<file path="config.mk">
export PLATFORM = sky130hd
export DESIGN_NAME = radical_inverse_sequence
export DESIGN_NICKNAME = d
export VERILOG_FILES = /design/src/hdl/ris_pkg.sv /design/src/hdl/ris_divider.sv /design/src/hdl/ris_datapath.sv /design/src/hdl/ris_sequencer.sv /design/src/hdl/radical_inverse_sequence.sv
export SDC_FILE = /design/constraint.sdc
export NUM_CORES = 2
export LEC_CHECK = 0
export ABC_AREA = 1
export BUFFER_PORTS_ARGS = -buffer_cell sky130_fd_sc_hd__buf_2
export CORE_ASPECT_RATIO = 0.8
export CORE_MARGIN = 5
export CORE_UTILIZATION = 50
export CTS_CLUSTER_SIZE = 14
export DETAILED_ROUTE_END_ITERATION = 10
export GPL_TIMING_DRIVEN = 0
export PLACE_DENSITY = 0.77
export SLEW_MARGIN = 15
export SYNTH_ARGS = -nofsm -noshare
export SYNTH_HDL_FRONTEND = slang
export SYNTH_SLANG_ARGS = --single-unit
export TNS_END_PERCENT = 50
</file>
<file path="constraint.sdc">
create_clock -name clk_i -period 12.05 [get_ports clk_i]
set_input_delay 1.205 -clock clk_i [delete_from_list [all_inputs] [get_ports clk_i]]
set_output_delay 1.205 -clock clk_i [all_outputs]
set_load 0.05 [all_outputs]
</file>
<file path="src/hdl/ris_pkg.sv">
// ris_pkg: shared types, widths and the control store for the radical inverse sequencer
// holds the micro-op and branch encodings, the control word layout and the program
// no dependencies
package ris_pkg;

  localparam int IDX_W      = 32;                    // sequence index, wraps at 2^32
  localparam int FRAC_W     = 32;                    // fraction bits of the point
  localparam int DIV_W      = 32;                    // dividend low word / quotient
  localparam int RADIX_W    = 9;
  localparam int DIGIT_W    = RADIX_W;
  localparam int MAX_DIGITS = 32;                    // base two needs one digit per bit
  localparam int DPTR_W     = $clog2(MAX_DIGITS);
  localparam int DCNT_W     = $clog2(MAX_DIGITS + 1);
  localparam int ACC_W      = 41;                    // radix^digits stays below 2^41
  localparam int DCYC_W     = $clog2(DIV_W);
  localparam int UPC_W      = 4;

  localparam logic [RADIX_W-1:0] RADIX_RESET = RADIX_W'(2);
  localparam logic [RADIX_W-1:0] RADIX_MIN   = RADIX_W'(2);

  typedef enum logic [3:0] {
    OP_NONE       = 4'd0,
    OP_START      = 4'd1,
    OP_CONV_LOAD  = 4'd2,
    OP_DIV_STEP   = 4'd3,
    OP_CONV_DIGIT = 4'd4,
    OP_INC        = 4'd5,
    OP_ACC_INIT   = 4'd6,
    OP_ACC_STEP   = 4'd7,
    OP_DIV_LOAD   = 4'd8,
    OP_FINISH     = 4'd9
  } op_e;

  typedef enum logic [3:0] {
    COND_ALWAYS       = 4'd0,
    COND_NO_START     = 4'd1,
    COND_DIGITS_OK    = 4'd2,
    COND_IDX_ZERO     = 4'd3,
    COND_DIV_MORE     = 4'd4,
    COND_QUOT_NONZERO = 4'd5,
    COND_CARRY        = 4'd6,
    COND_ACC_MORE     = 4'd7,
    COND_OUT_FREE     = 4'd8
  } cond_e;

  typedef struct packed {
    op_e              op;
    cond_e            cond;
    logic [UPC_W-1:0] target;
  } uword_t;

  typedef struct packed {
    logic digits_ok;
    logic idx_zero;
    logic div_more;
    logic quot_nonzero;
    logic carry;
    logic acc_more;
  } dp_status_t;

  // program addresses
  localparam logic [UPC_W-1:0] UA_IDLE       = 4'd0;
  localparam logic [UPC_W-1:0] UA_CHECK      = 4'd1;
  localparam logic [UPC_W-1:0] UA_CONV_LOAD  = 4'd2;
  localparam logic [UPC_W-1:0] UA_CONV_DIV   = 4'd3;
  localparam logic [UPC_W-1:0] UA_CONV_DIGIT = 4'd4;
  localparam logic [UPC_W-1:0] UA_CONV_DONE  = 4'd5;
  localparam logic [UPC_W-1:0] UA_INC        = 4'd6;
  localparam logic [UPC_W-1:0] UA_ACC_INIT   = 4'd7;
  localparam logic [UPC_W-1:0] UA_ACC_STEP   = 4'd8;
  localparam logic [UPC_W-1:0] UA_DIV_LOAD   = 4'd9;
  localparam logic [UPC_W-1:0] UA_DIV_RUN    = 4'd10;
  localparam logic [UPC_W-1:0] UA_FINISH     = 4'd11;
  localparam logic [UPC_W-1:0] UA_WAIT       = 4'd12;

  // control store: branch to target when cond holds, else fall through
  function automatic uword_t ucode(input logic [UPC_W-1:0] addr);
    uword_t w;
    case (addr)
      UA_IDLE:       w = '{OP_START,      COND_NO_START,     UA_IDLE};
      UA_CHECK:      w = '{OP_NONE,       COND_DIGITS_OK,    UA_INC};
      UA_CONV_LOAD:  w = '{OP_CONV_LOAD,  COND_IDX_ZERO,     UA_CONV_DONE};
      UA_CONV_DIV:   w = '{OP_DIV_STEP,   COND_DIV_MORE,     UA_CONV_DIV};
      UA_CONV_DIGIT: w = '{OP_CONV_DIGIT, COND_QUOT_NONZERO, UA_CONV_DIV};
      UA_CONV_DONE:  w = '{OP_NONE,       COND_ALWAYS,       UA_ACC_INIT};
      UA_INC:        w = '{OP_INC,        COND_CARRY,        UA_INC};
      UA_ACC_INIT:   w = '{OP_ACC_INIT,   COND_ALWAYS,       UA_ACC_STEP};
      UA_ACC_STEP:   w = '{OP_ACC_STEP,   COND_ACC_MORE,     UA_ACC_STEP};
      UA_DIV_LOAD:   w = '{OP_DIV_LOAD,   COND_ALWAYS,       UA_DIV_RUN};
      UA_DIV_RUN:    w = '{OP_DIV_STEP,   COND_DIV_MORE,     UA_DIV_RUN};
      UA_FINISH:     w = '{OP_FINISH,     COND_OUT_FREE,     UA_IDLE};
      UA_WAIT:       w = '{OP_NONE,       COND_ALWAYS,       UA_FINISH};
      default:       w = '{OP_NONE,       COND_ALWAYS,       UA_IDLE};
    endcase
    return w;
  endfunction

endpackage

</file>
<file path="src/hdl/ris_divider.sv">
// ris_divider: bit-serial restoring divider, one quotient bit per cycle while step_i is high
// shared by digit extraction and the final fraction scaling
// depends on ris_pkg
module ris_divider (
  input  logic                       clk_i,
  input  logic                       rst_ni,
  input  logic                       load_i,
  input  logic                       step_i,
  input  logic [ris_pkg::ACC_W-1:0]  rem_init_i,
  input  logic [ris_pkg::DIV_W-1:0]  num_i,
  input  logic [ris_pkg::ACC_W-1:0]  divisor_i,
  output logic [ris_pkg::DIV_W-1:0]  quot_o,
  output logic [ris_pkg::ACC_W-1:0]  rem_o,
  output logic                       more_o
);
  import ris_pkg::*;

  logic [ACC_W-1:0]  rem_q, rem_d;
  logic [DIV_W-1:0]  quot_q, quot_d;
  logic [ACC_W-1:0]  div_q, div_d;
  logic [DCYC_W-1:0] cnt_q, cnt_d;
  logic [ACC_W:0]    trial;
  logic [ACC_W:0]    diff;
  logic              fits;

  always_comb begin
    trial  = {rem_q, quot_q[DIV_W-1]};
    diff   = trial - {1'b0, div_q};
    // remainder stays below divisor, so the sign bit tells fit or not
    fits   = ~diff[ACC_W];
    rem_d  = rem_q;
    quot_d = quot_q;
    div_d  = div_q;
    cnt_d  = cnt_q;
    if (load_i) begin
      rem_d  = rem_init_i;
      quot_d = num_i;
      div_d  = divisor_i;
      cnt_d  = '0;
    end else if (step_i) begin
      rem_d  = fits ? diff[ACC_W-1:0] : trial[ACC_W-1:0];
      quot_d = {quot_q[DIV_W-2:0], fits};
      cnt_d  = DCYC_W'(cnt_q + DCYC_W'(1));
    end
  end

  always_ff @(posedge clk_i or negedge rst_ni) begin
    if (!rst_ni) begin
      cnt_q <= '0;
    end else begin
      cnt_q <= cnt_d;
    end
  end

  always_ff @(posedge clk_i) begin
    rem_q  <= rem_d;
    quot_q <= quot_d;
    div_q  <= div_d;
  end

  assign quot_o = quot_q;
  assign rem_o  = rem_q;
  assign more_o = (cnt_q != DCYC_W'(DIV_W - 1));

endmodule

</file>
<file path="src/hdl/ris_datapath.sv">
// ris_datapath: index, radix, digit store, mirror accumulators and the shared divider
// executes one micro-op per cycle from the sequencer
// depends on ris_pkg and ris_divider
module ris_datapath (
  input  logic                         clk_i,
  input  logic                         rst_ni,
  input  ris_pkg::op_e                 op_i,
  input  logic                         start_i,
  input  logic                         cfg_we_i,
  input  logic [ris_pkg::RADIX_W-1:0]  cfg_radix_i,
  output ris_pkg::dp_status_t          status_o,
  output logic [ris_pkg::FRAC_W-1:0]   point_o,
  output logic [ris_pkg::IDX_W-1:0]    index_o
);
  import ris_pkg::*;

  logic [RADIX_W-1:0] radix_q, radix_d;
  logic               digits_ok_q, digits_ok_d;
  logic [IDX_W-1:0]   idx_q, idx_d;
  logic [DCNT_W-1:0]  n_q, n_d;
  logic [DCNT_W-1:0]  ptr_q, ptr_d;
  logic [DIGIT_W-1:0] digit_q [MAX_DIGITS];
  logic [ACC_W-1:0]   m_q, m_d;
  logic [ACC_W-1:0]   p_q, p_d;

  logic [RADIX_W-1:0]       base;
  logic [RADIX_W-1:0]       base_m1;
  logic [DIGIT_W-1:0]       dig_rd;
  logic                     at_top;
  logic                     digit_max;
  logic                     dig_we;
  logic [DPTR_W-1:0]        dig_wa;
  logic [DIGIT_W-1:0]       dig_wd;
  logic [ACC_W+RADIX_W-1:0] m_prod;
  logic [ACC_W+RADIX_W-1:0] p_prod;

  logic              dv_load;
  logic              dv_step;
  logic [ACC_W-1:0]  dv_rem_init;
  logic [DIV_W-1:0]  dv_num;
  logic [ACC_W-1:0]  dv_divisor;
  logic [DIV_W-1:0]  dv_quot;
  logic [ACC_W-1:0]  dv_rem;
  logic              dv_more;

  // radix zero and one act as two
  assign base      = (radix_q < RADIX_MIN) ? RADIX_MIN : radix_q;
  assign base_m1   = RADIX_W'(base - RADIX_W'(1));
  assign dig_rd    = digit_q[ptr_q[DPTR_W-1:0]];
  assign at_top    = (ptr_q == n_q);
  assign digit_max = (dig_rd == base_m1);

  always_comb begin
    radix_d     = radix_q;
    digits_ok_d = digits_ok_q;
    idx_d       = idx_q;
    n_d         = n_q;
    ptr_d       = ptr_q;
    m_d         = m_q;
    p_d         = p_q;
    dig_we      = 1'b0;
    dig_wa      = ptr_q[DPTR_W-1:0];
    dig_wd      = '0;
    dv_load     = 1'b0;
    dv_step     = 1'b0;
    dv_rem_init = '0;
    dv_num      = idx_q;
    dv_divisor  = ACC_W'(base);
    m_prod      = m_q * base;
    p_prod      = p_q * base;
    case (op_i)
      OP_START: begin
        if (start_i) begin
          idx_d = IDX_W'(idx_q + IDX_W'(1));
          ptr_d = '0;
          // wrap to zero: redo the digits from scratch
          if (&idx_q) begin
            digits_ok_d = 1'b0;
          end
        end
      end
      OP_CONV_LOAD: begin
        n_d         = '0;
        digits_ok_d = 1'b1;
        dv_load     = 1'b1;
      end
      OP_DIV_STEP: begin
        dv_step = 1'b1;
      end
      OP_CONV_DIGIT: begin
        dig_we  = 1'b1;
        dig_wa  = n_q[DPTR_W-1:0];
        dig_wd  = dv_rem[DIGIT_W-1:0];
        n_d     = DCNT_W'(n_q + DCNT_W'(1));
        dv_load = 1'b1;
        dv_num  = dv_quot;
      end
      OP_INC: begin
        // ripple one digit per cycle
        dig_we = 1'b1;
        if (at_top) begin
          dig_wd = DIGIT_W'(1);
          n_d    = DCNT_W'(n_q + DCNT_W'(1));
        end else if (digit_max) begin
          dig_wd = '0;
          ptr_d  = DCNT_W'(ptr_q + DCNT_W'(1));
        end else begin
          dig_wd = DIGIT_W'(dig_rd + DIGIT_W'(1));
        end
      end
      OP_ACC_INIT: begin
        ptr_d = '0;
        m_d   = '0;
        p_d   = ACC_W'(1);
      end
      OP_ACC_STEP: begin
        // least significant digit becomes the leading mirrored digit
        if (ptr_q < n_q) begin
          m_d   = m_prod[ACC_W-1:0] + ACC_W'(dig_rd);
          p_d   = p_prod[ACC_W-1:0];
          ptr_d = DCNT_W'(ptr_q + DCNT_W'(1));
        end
      end
      OP_DIV_LOAD: begin
        dv_load     = 1'b1;
        dv_rem_init = m_q;
        dv_num      = '0;
        dv_divisor  = p_q;
      end
      default: begin
      end
    endcase
    if (cfg_we_i) begin
      radix_d     = cfg_radix_i;
      digits_ok_d = 1'b0;
    end
  end

  always_ff @(posedge clk_i or negedge rst_ni) begin
    if (!rst_ni) begin
      radix_q     <= RADIX_RESET;
      digits_ok_q <= 1'b1;
      idx_q       <= '0;
      n_q         <= '0;
      ptr_q       <= '0;
    end else begin
      radix_q     <= radix_d;
      digits_ok_q <= digits_ok_d;
      idx_q       <= idx_d;
      n_q         <= n_d;
      ptr_q       <= ptr_d;
    end
  end

  always_ff @(posedge clk_i) begin
    m_q <= m_d;
    p_q <= p_d;
    if (dig_we) begin
      digit_q[dig_wa] <= dig_wd;
    end
  end

  ris_divider u_divider (
    .clk_i      (clk_i),
    .rst_ni     (rst_ni),
    .load_i     (dv_load),
    .step_i     (dv_step),
    .rem_init_i (dv_rem_init),
    .num_i      (dv_num),
    .divisor_i  (dv_divisor),
    .quot_o     (dv_quot),
    .rem_o      (dv_rem),
    .more_o     (dv_more)
  );

  always_comb begin
    status_o.digits_ok    = digits_ok_q;
    status_o.idx_zero     = (idx_q == '0);
    status_o.div_more     = dv_more;
    status_o.quot_nonzero = (dv_quot != '0);
    status_o.carry        = ~at_top & digit_max;
    status_o.acc_more     = (DCNT_W'(ptr_q + DCNT_W'(1)) < n_q);
  end

  assign point_o = dv_quot;
  assign index_o = idx_q;

endmodule

</file>
<file path="src/hdl/ris_sequencer.sv">
// ris_sequencer: micro program counter, control store lookup and branch logic
// depends on ris_pkg (control word layout and program)
module ris_sequencer (
  input  logic                 clk_i,
  input  logic                 rst_ni,
  input  logic                 start_i,
  input  logic                 out_free_i,
  input  ris_pkg::dp_status_t  status_i,
  output ris_pkg::op_e         op_o,
  output logic                 idle_o
);
  import ris_pkg::*;

  logic [UPC_W-1:0] upc_q, upc_d;
  uword_t           uw;
  logic             taken;

  always_comb begin
    uw = ucode(upc_q);
    case (uw.cond)
      COND_ALWAYS:       taken = 1'b1;
      COND_NO_START:     taken = ~start_i;
      COND_DIGITS_OK:    taken = status_i.digits_ok;
      COND_IDX_ZERO:     taken = status_i.idx_zero;
      COND_DIV_MORE:     taken = status_i.div_more;
      COND_QUOT_NONZERO: taken = status_i.quot_nonzero;
      COND_CARRY:        taken = status_i.carry;
      COND_ACC_MORE:     taken = status_i.acc_more;
      COND_OUT_FREE:     taken = out_free_i;
      default:           taken = 1'b1;
    endcase
    upc_d = taken ? uw.target : UPC_W'(upc_q + UPC_W'(1));
  end

  always_ff @(posedge clk_i or negedge rst_ni) begin
    if (!rst_ni) begin
      upc_q <= UA_IDLE;
    end else begin
      upc_q <= upc_d;
    end
  end

  assign op_o   = uw.op;
  assign idle_o = (upc_q == UA_IDLE);

endmodule

</file>
<file path="src/hdl/radical_inverse_sequence.sv">
// radical_inverse_sequence: van der corput sequence generator, top level
// handshakes, output register and the sequencer / datapath pair
// depends on ris_pkg, ris_sequencer, ris_datapath
//
// input channel: each word carries advance_i. a word with advance_i high bumps the
// 32-bit index (wrapping to zero) and yields one output word with the new index and
// point = floor(mirror(index) * 2^32), the base-radix digits reflected about the point.
// a word with advance_i low is taken and dropped, no output.
// config channel: cfg_radix_i sets the base, always ready; 0 and 1 act as 2.
// write it only while no word is in flight.
// datapath: digits are kept in the current base and bumped with a ripple carry, one
// digit per cycle. then the mirror and base^digits are built digit by digit, and a
// bit-serial divide scales the fraction. in_ready_o is high only while the sequencer
// sits idle, one word at a time.
// after a radix write the digits are rebuilt by repeated division on the next
// advancing word only; on an index wrap the wrapping word itself restarts them from zero.
// reset: index 0, radix 2, output empty.
// a stalled receiver holds the finished word in the output register; the next input
// word is still taken and runs until its own result needs the register.
module radical_inverse_sequence (
  input  logic                         clk_i,
  input  logic                         rst_ni,
  input  logic                         in_valid_i,
  output logic                         in_ready_o,
  input  logic                         advance_i,
  output logic                         out_valid_o,
  input  logic                         out_ready_i,
  output logic [ris_pkg::FRAC_W-1:0]   point_o,
  output logic [ris_pkg::IDX_W-1:0]    index_o,
  input  logic                         cfg_valid_i,
  output logic                         cfg_ready_o,
  input  logic [ris_pkg::RADIX_W-1:0]  cfg_radix_i
);
  import ris_pkg::*;

  op_e               op;
  dp_status_t        status;
  logic              idle;
  logic              in_accept;
  logic              start;
  logic              out_free;
  logic              out_load;
  logic              cfg_we;
  logic [FRAC_W-1:0] dp_point;
  logic [IDX_W-1:0]  dp_index;

  logic              out_valid_q, out_valid_d;
  logic [FRAC_W-1:0] out_point_q;
  logic [IDX_W-1:0]  out_index_q;

  assign in_ready_o  = idle;
  assign in_accept   = in_valid_i & in_ready_o;
  assign start       = in_accept & advance_i;
  assign cfg_ready_o = 1'b1;
  assign cfg_we      = cfg_valid_i & cfg_ready_o;
  assign out_free    = ~out_valid_q | out_ready_i;
  assign out_load    = (op == OP_FINISH) & out_free;

  ris_sequencer u_seq (
    .clk_i      (clk_i),
    .rst_ni     (rst_ni),
    .start_i    (start),
    .out_free_i (out_free),
    .status_i   (status),
    .op_o       (op),
    .idle_o     (idle)
  );

  ris_datapath u_dp (
    .clk_i       (clk_i),
    .rst_ni      (rst_ni),
    .op_i        (op),
    .start_i     (start),
    .cfg_we_i    (cfg_we),
    .cfg_radix_i (cfg_radix_i),
    .status_o    (status),
    .point_o     (dp_point),
    .index_o     (dp_index)
  );

  always_comb begin
    out_valid_d = out_valid_q;
    if (out_load) begin
      out_valid_d = 1'b1;
    end else if (out_ready_i) begin
      out_valid_d = 1'b0;
    end
  end

  always_ff @(posedge clk_i or negedge rst_ni) begin
    if (!rst_ni) begin
      out_valid_q <= 1'b0;
    end else begin
      out_valid_q <= out_valid_d;
    end
  end

  always_ff @(posedge clk_i) begin
    if (out_load) begin
      out_point_q <= dp_point;
      out_index_q <= dp_index;
    end
  end

  assign out_valid_o = out_valid_q;
  assign point_o     = out_point_q;
  assign index_o     = out_index_q;

  // the index moves only on an accepted advance
  a_idx_only_on_start : assert property (@(posedge clk_i) disable iff (!rst_ni)
    !$stable(dp_index) |-> $past(start))
    else $error("index changed without an accepted advance");

  // a fresh output word carries the index the datapath holds
  a_out_index_match : assert property (@(posedge clk_i) disable iff (!rst_ni)
    $rose(out_valid_q) |-> (out_index_q == dp_index))
    else $error("output index does not match stored index");

  // a word without advance leaves the block ready for the next one
  a_drop_stays_idle : assert property (@(posedge clk_i) disable iff (!rst_ni)
    (in_accept && !advance_i) |=> in_ready_o)
    else $error("ignored word left the sequencer busy");

endmodule

</file>
-- Yosys cells after proc, flatten, opt, wreduce, memory -nomap -nowiden
Memories as Yosys holds them, arrays and structs flattened.
Index checks and enable logic that the tools add are counted.
- flip-flop bits (word level): 324
- memory bits (writable): 288
- memory bits (read-only): 192
- input port bits: 15
- output and inout bits: 67
- logic and storage cells: 126
- memories: 2
- add/subtract/negate cells: 9
- multipliers: 2
- order comparisons: 3
- equality and inequality tests: 28
- muxes and demuxes: 39
- bitwise gates (word level): 9
- reduce and logical (&&, ||, !) cells: 18
- memory list (name ; words ; bits a word ; rd ports ; clocked after Yosys merged registers in ; write ports ; line ; source):
    u_dp.digit_q ; 32 ; 9 ; 1 ; 0 ; 1 ; ris_datapath.sv:22 ; logic [DIGIT_W-1:0] digit_q [MAX_DIGITS];
    (no name shown) ; 16 ; 12 ; 1 ; 0 ; 0 ; ris_pkg.sv:79 ; case (addr)
- operators by type and width (operator ; number):
    $mux 41 ; 6
    $pmux 41 s2 ; 2
    $mul 41x9->41 ; 2
    $mux 32 ; 2
    $pmux 32 s2 ; 1
    $sub 42x41->42 ; 1
    $add 41x9->41 ; 1
    $mux 9 ; 4
    $add 32x1->32 const B ; 1
    $eq 4x3->1 const B ; 8
    $logic_not 32->1 ; 1
    $reduce_and 32->1 ; 1
    $reduce_bool 32->1 ; 1
    $mux 6 ; 5
    $pmux 6 s4 ; 1
    $pmux 6 s3 ; 1
    $pmux 9 s2 ; 1
    $eq 4x2->1 const B ; 4
    $mux 5 ; 3
    $add 6x1->6 const B ; 2
    $eq 4x4->1 const B ; 3
    $lt 6x6->1 ; 2
    $mux 1 ; 10
    $add 9x1->9 const B ; 1
    27 further kinds ; 44

-- Logic depth before layout (Yosys ltp)
- depth after elaboration: 7
- depth in mapped cells: 32

-- Hierarchy
Synthesis repeated with hierarchy kept, for this count alone.
- cells, all modules: 6326
- area total of the unflattened synthesis: 52120.0 sq um
- by module, submodules not included (module ; times used ; cells each ; area each (sq um)):
    ris_datapath ; 1 ; 4905 ; 40528.9
    ris_divider ; 1 ; 1237 ; 8903.5
    radical_inverse_sequence ; 1 ; 77 ; 2000.7
    ris_sequencer ; 1 ; 107 ; 686.9

-- Worst setup path after synthesis
Ideal clock, no wire load.
- path kind: reg2reg
- start: reg u_dp.radix_q[8]
- end: reg u_dp.m_q[33] (data pin)
- library setup time: 0.253 ns
- data arrival time: 5.707 ns
- slack: 6.090 ns
- cell stages (with the launch flop): 33
- period minus slack after synthesis: 5.960 ns
- path through: dfrtp_1 > clkbuf_1 > nor2_1 > nand3_1 > nor2_1 > nor2_1 > buf_2 > clkbuf_1 > nand2_1 > fa_1 > inv_1 > fa_1 > inv_1 > fa_1 > inv_1 > fa_1 > inv_1 > fa_1 > inv_1 > ha_1 > nand2_1 > o21ai_0 > a21oi_1 > inv_1 > a21oi_1 > o21ai_0 > nand2_1 > nand2_1 > nand2_1 > nand2_1 > nand2_1 > nand2_1 > nor2_1
- longest elaborated chain between the ends: 6
- ends and longest elaborated chain (element ; line ; source):
    start: declaration ; ris_datapath.sv:17 ; logic [RADIX_W-1:0] radix_q, radix_d;
    start signal: assignment ; ris_datapath.sv:147 ; radix_q <= radix_d;
    $lt 9x2->1 ; ris_datapath.sv:47 ; assign base = (radix_q < RADIX_MIN) ? RADIX_MIN : radix_q;
    $mux 9 (*) ; ris_datapath.sv:47 ;
    $mul 41x9->41 (*) ; ris_datapath.sv:69 ; m_prod = m_q * base;
    $add 41x9->41 (*) ; ris_datapath.sv:119 ; m_d = m_prod[ACC_W-1:0] + ACC_W'(dig_rd);
    $mux 41 (*) ; ris_datapath.sv:118 ; if (ptr_q < n_q) begin
    $pmux 41 s2 (*) ; ris_datapath.sv:71 ; case (op_i)
    end signal: assignment ; ris_datapath.sv:156 ; m_q <= m_d;
    end: declaration ; ris_datapath.sv:23 ; logic [ACC_W-1:0] m_q, m_d;
Mark *: on every way between the ends. The rest lies on a longest branch, timed or not. The select of a mux whose other input is x is not followed.
A chain may end at the register's enable or synchronous reset.

-- Worst setup path after layout
- start: reg u_dp.radix_q[7]
- end: reg u_dp.m_q[33] (data pin)
The elaborated chain is that of the path after synthesis.

==> results.ini <==
[outcome]
status = complete, no violations

[worst_setup_path]
startpoint_type = flip-flop
required_ns = 12.46
rr_worst_depth = 30
crit_fanout = 10
r2r_slack_ns = 4.09
critPathCaptureType = flip-flop
worstPathArrival_ns = 8.37
critPathMaxStageDelay_ns = 0.84
timing.rr.start = u_dp.radix_q[7]
critPathLaunch = u_dp.radix_q[7]
timing.rr.end = u_dp.m_q[33]
crit_type = reg -> reg
crit_top_cell = nand2_1
critPathSlowestCell = clkbuf_1

[final_layout]
fin_nets = 6800
areaGrowthSynthToFinish_pct = 8.74
postLayoutCellArea_um2 = 55000
drive_gt1_frac = 0.0519
fin_util = 0.547

[yosys]
yosys_most_used_dff = edfxtp_1
yosys.area.top_type = edfxtp_1
synth_seq_cells = 612
yosysUniqueCellTypes = 57
synth_warnings = 0
synth-edff-count = 548
synth.top_cell.area_share = 0.325
ys_seq_area_frac = 0.357
synth_area_um2 = 50600
async_reset_ff_frac = 0.105
ys_top_cells_by_area = edfxtp_1 33%, fa_1 19%, nand2_1 12%
synth_nets = 6646
synth_common_cells = 1,608 x nand2_1, 1,156 x inv_1, 548 x edfxtp_1
avgSynthCellArea_um2 = 8.52
synthCells = 5936
yosys.cell_count.top_type = nand2_1

[sta]
tightestPinTransition_ns = 1.28
maxSlewHeadroom = 0.142
final-hold-violation-count = 0
skew_ns = 0.0373
fin_setup_tns_ns = 0
fmax_mhz = 126
setup_viol = 0
drv_slew = 0
period_share = 0.660
fin_crit_ns = 7.96
rsz0062_at_grt = false

[route]
drt_iter0_markers = 6071
drc = 0
wl_per_cell_um = 21.8
ant_nets = 0
num_vias = 42500
avgViaCountPerCell = 5.69
wl_mm = 163
drt_first_pass_iters = 8

[clock_network]
cts_buffers = 66
cts_tree = yes
root_buffer = clkbuf_16
htreeDepth = 3
insertion_delay_ns = 0.66
clock-sinks = 612
clk_path_buf_depth = 3
hold_buffers = 0
ctsResizeCount = 0
clk_pin_slew_worst_paths_ns = 0.07
cts_setup_buffers = 0

[place]
hpwl_mm = 125
post_dp_cell_area_um2 = 52800
numPortBuffers = 79
gp_congestion = 1.04

[grt]
grt_max_degree = 52
grt_pass1_vias = 41400
grt_usage = 0.303
grt.overflow.total = 0
grt_antenna_before_repair = 3
grt_pass1_wl_mm = 247

[run]
cap_violations = 0

[floorplanning]
die_h_um = 294
start_util = 0.503
rows = 104
io_pins = 82
core-area_um2 = 100000
die_w_um = 366
dieArea_um2 = 108000

[hold_path]
hold_class = in -> async

## critical path: cells and delay by family (launching register included)
kind | cells | cell delay [ns]
compound gates | 4 | 1.44
fa+ha+maj | 6 | 2.42
buf+inv | 8 | 2.10
flops | 1 | 0.32
simple gates | 12 | 1.44
## per-stage QoR
stage          hold slack, ns  cells  setup slack, ns
2_1_floorplan           0.446   5936             6.09
3_5_place_dp            0.474   7347             4.42
4_1_cts                 0.394   7466             4.41
6_report                0.407   7467             4.09
3_3_place_gp            0.469   7340             3.88
5_1_grt                 0.415   7467             3.84
## layout by cell type, fill, tap and decap left out, types with 19 or more instances in the layout
master and n:
buf_2 119, nand2_2 20, clkbuf_16 67, fa_1 490
clkbuf_1 155, o21ai_1 35, dfrtp_1 62, nand2_1 1602
nand4_1 42, o21ai_0 233, o31ai_1 32, o211ai_1 31
nor4_1 21, o21a_1 19, nor2_1 395, ha_1 205
o21bai_1 21, xnor2_1 37, xor2_1 66, buf_1 43
inv_1 1156, a21oi_1 274, nor3_1 38, a31oi_1 20
nand3_1 231, edfxtp_1 548
## cells by family after synthesis
family	synth area share
flops	0.357
xor+xnor	0.0178
simple gates	0.192
compound gates	0.0789
buf+inv	0.109
fa+ha+maj	0.245
other cells	0.0000742
## routing by layer
metal	vias up	track usage	part of all wire
li1	18900	-	-
met1	20300	0.425	0.39
met2	2893	0.440	0.42
met3	364	0.106	0.16
met4	4	0.101	0.037
met5	-	0	0.00014
## final cells by class
type	count	area, um^2
fillers	8931	45500
multi-input cells	3901	27000
flip-flops and latches	612	18100
inverters	1176	4420
clock buffers	86	1770
well taps	1325	1660
plain buffers	247	1100
repair buffers	86	568
clock inverters	33	378
diodes	1	2.50
## worst max path at each step
stage          slack (ns)  cells after the start            to
6_report             4.09                     30  u_dp.m_q[33]
3_5_place_dp         4.42                     32  u_dp.m_q[33]
2_1_floorplan        6.09                     32  u_dp.m_q[33]
4_1_cts              4.41                     32  u_dp.m_q[33]
3_3_place_gp         3.88                     10  u_dp.p_q[25]
5_1_grt              3.84                     32  u_dp.m_q[33]
## state kept, by name, indices dropped and copies added, names as in the netlist, 4 cells and up
register               count
u_dp.ptr_q                 6
u_dp.m_q                  41
u_dp.index_o              32
u_dp.u_divider.rem_o      41
u_dp.radix_q               9
u_dp.u_divider.cnt_q       5
u_dp.p_q                  41
point_o                   32
u_dp.u_divider.quot_o     32
u_dp.n_q                   6
u_dp.digit_q             288
u_dp.u_divider.div_q      41
u_seq.upc_q                4
index_o                   32
Power is not shown: default switching activity piles up to over one toggle a cycle in this logic, so the estimate is an artifact.
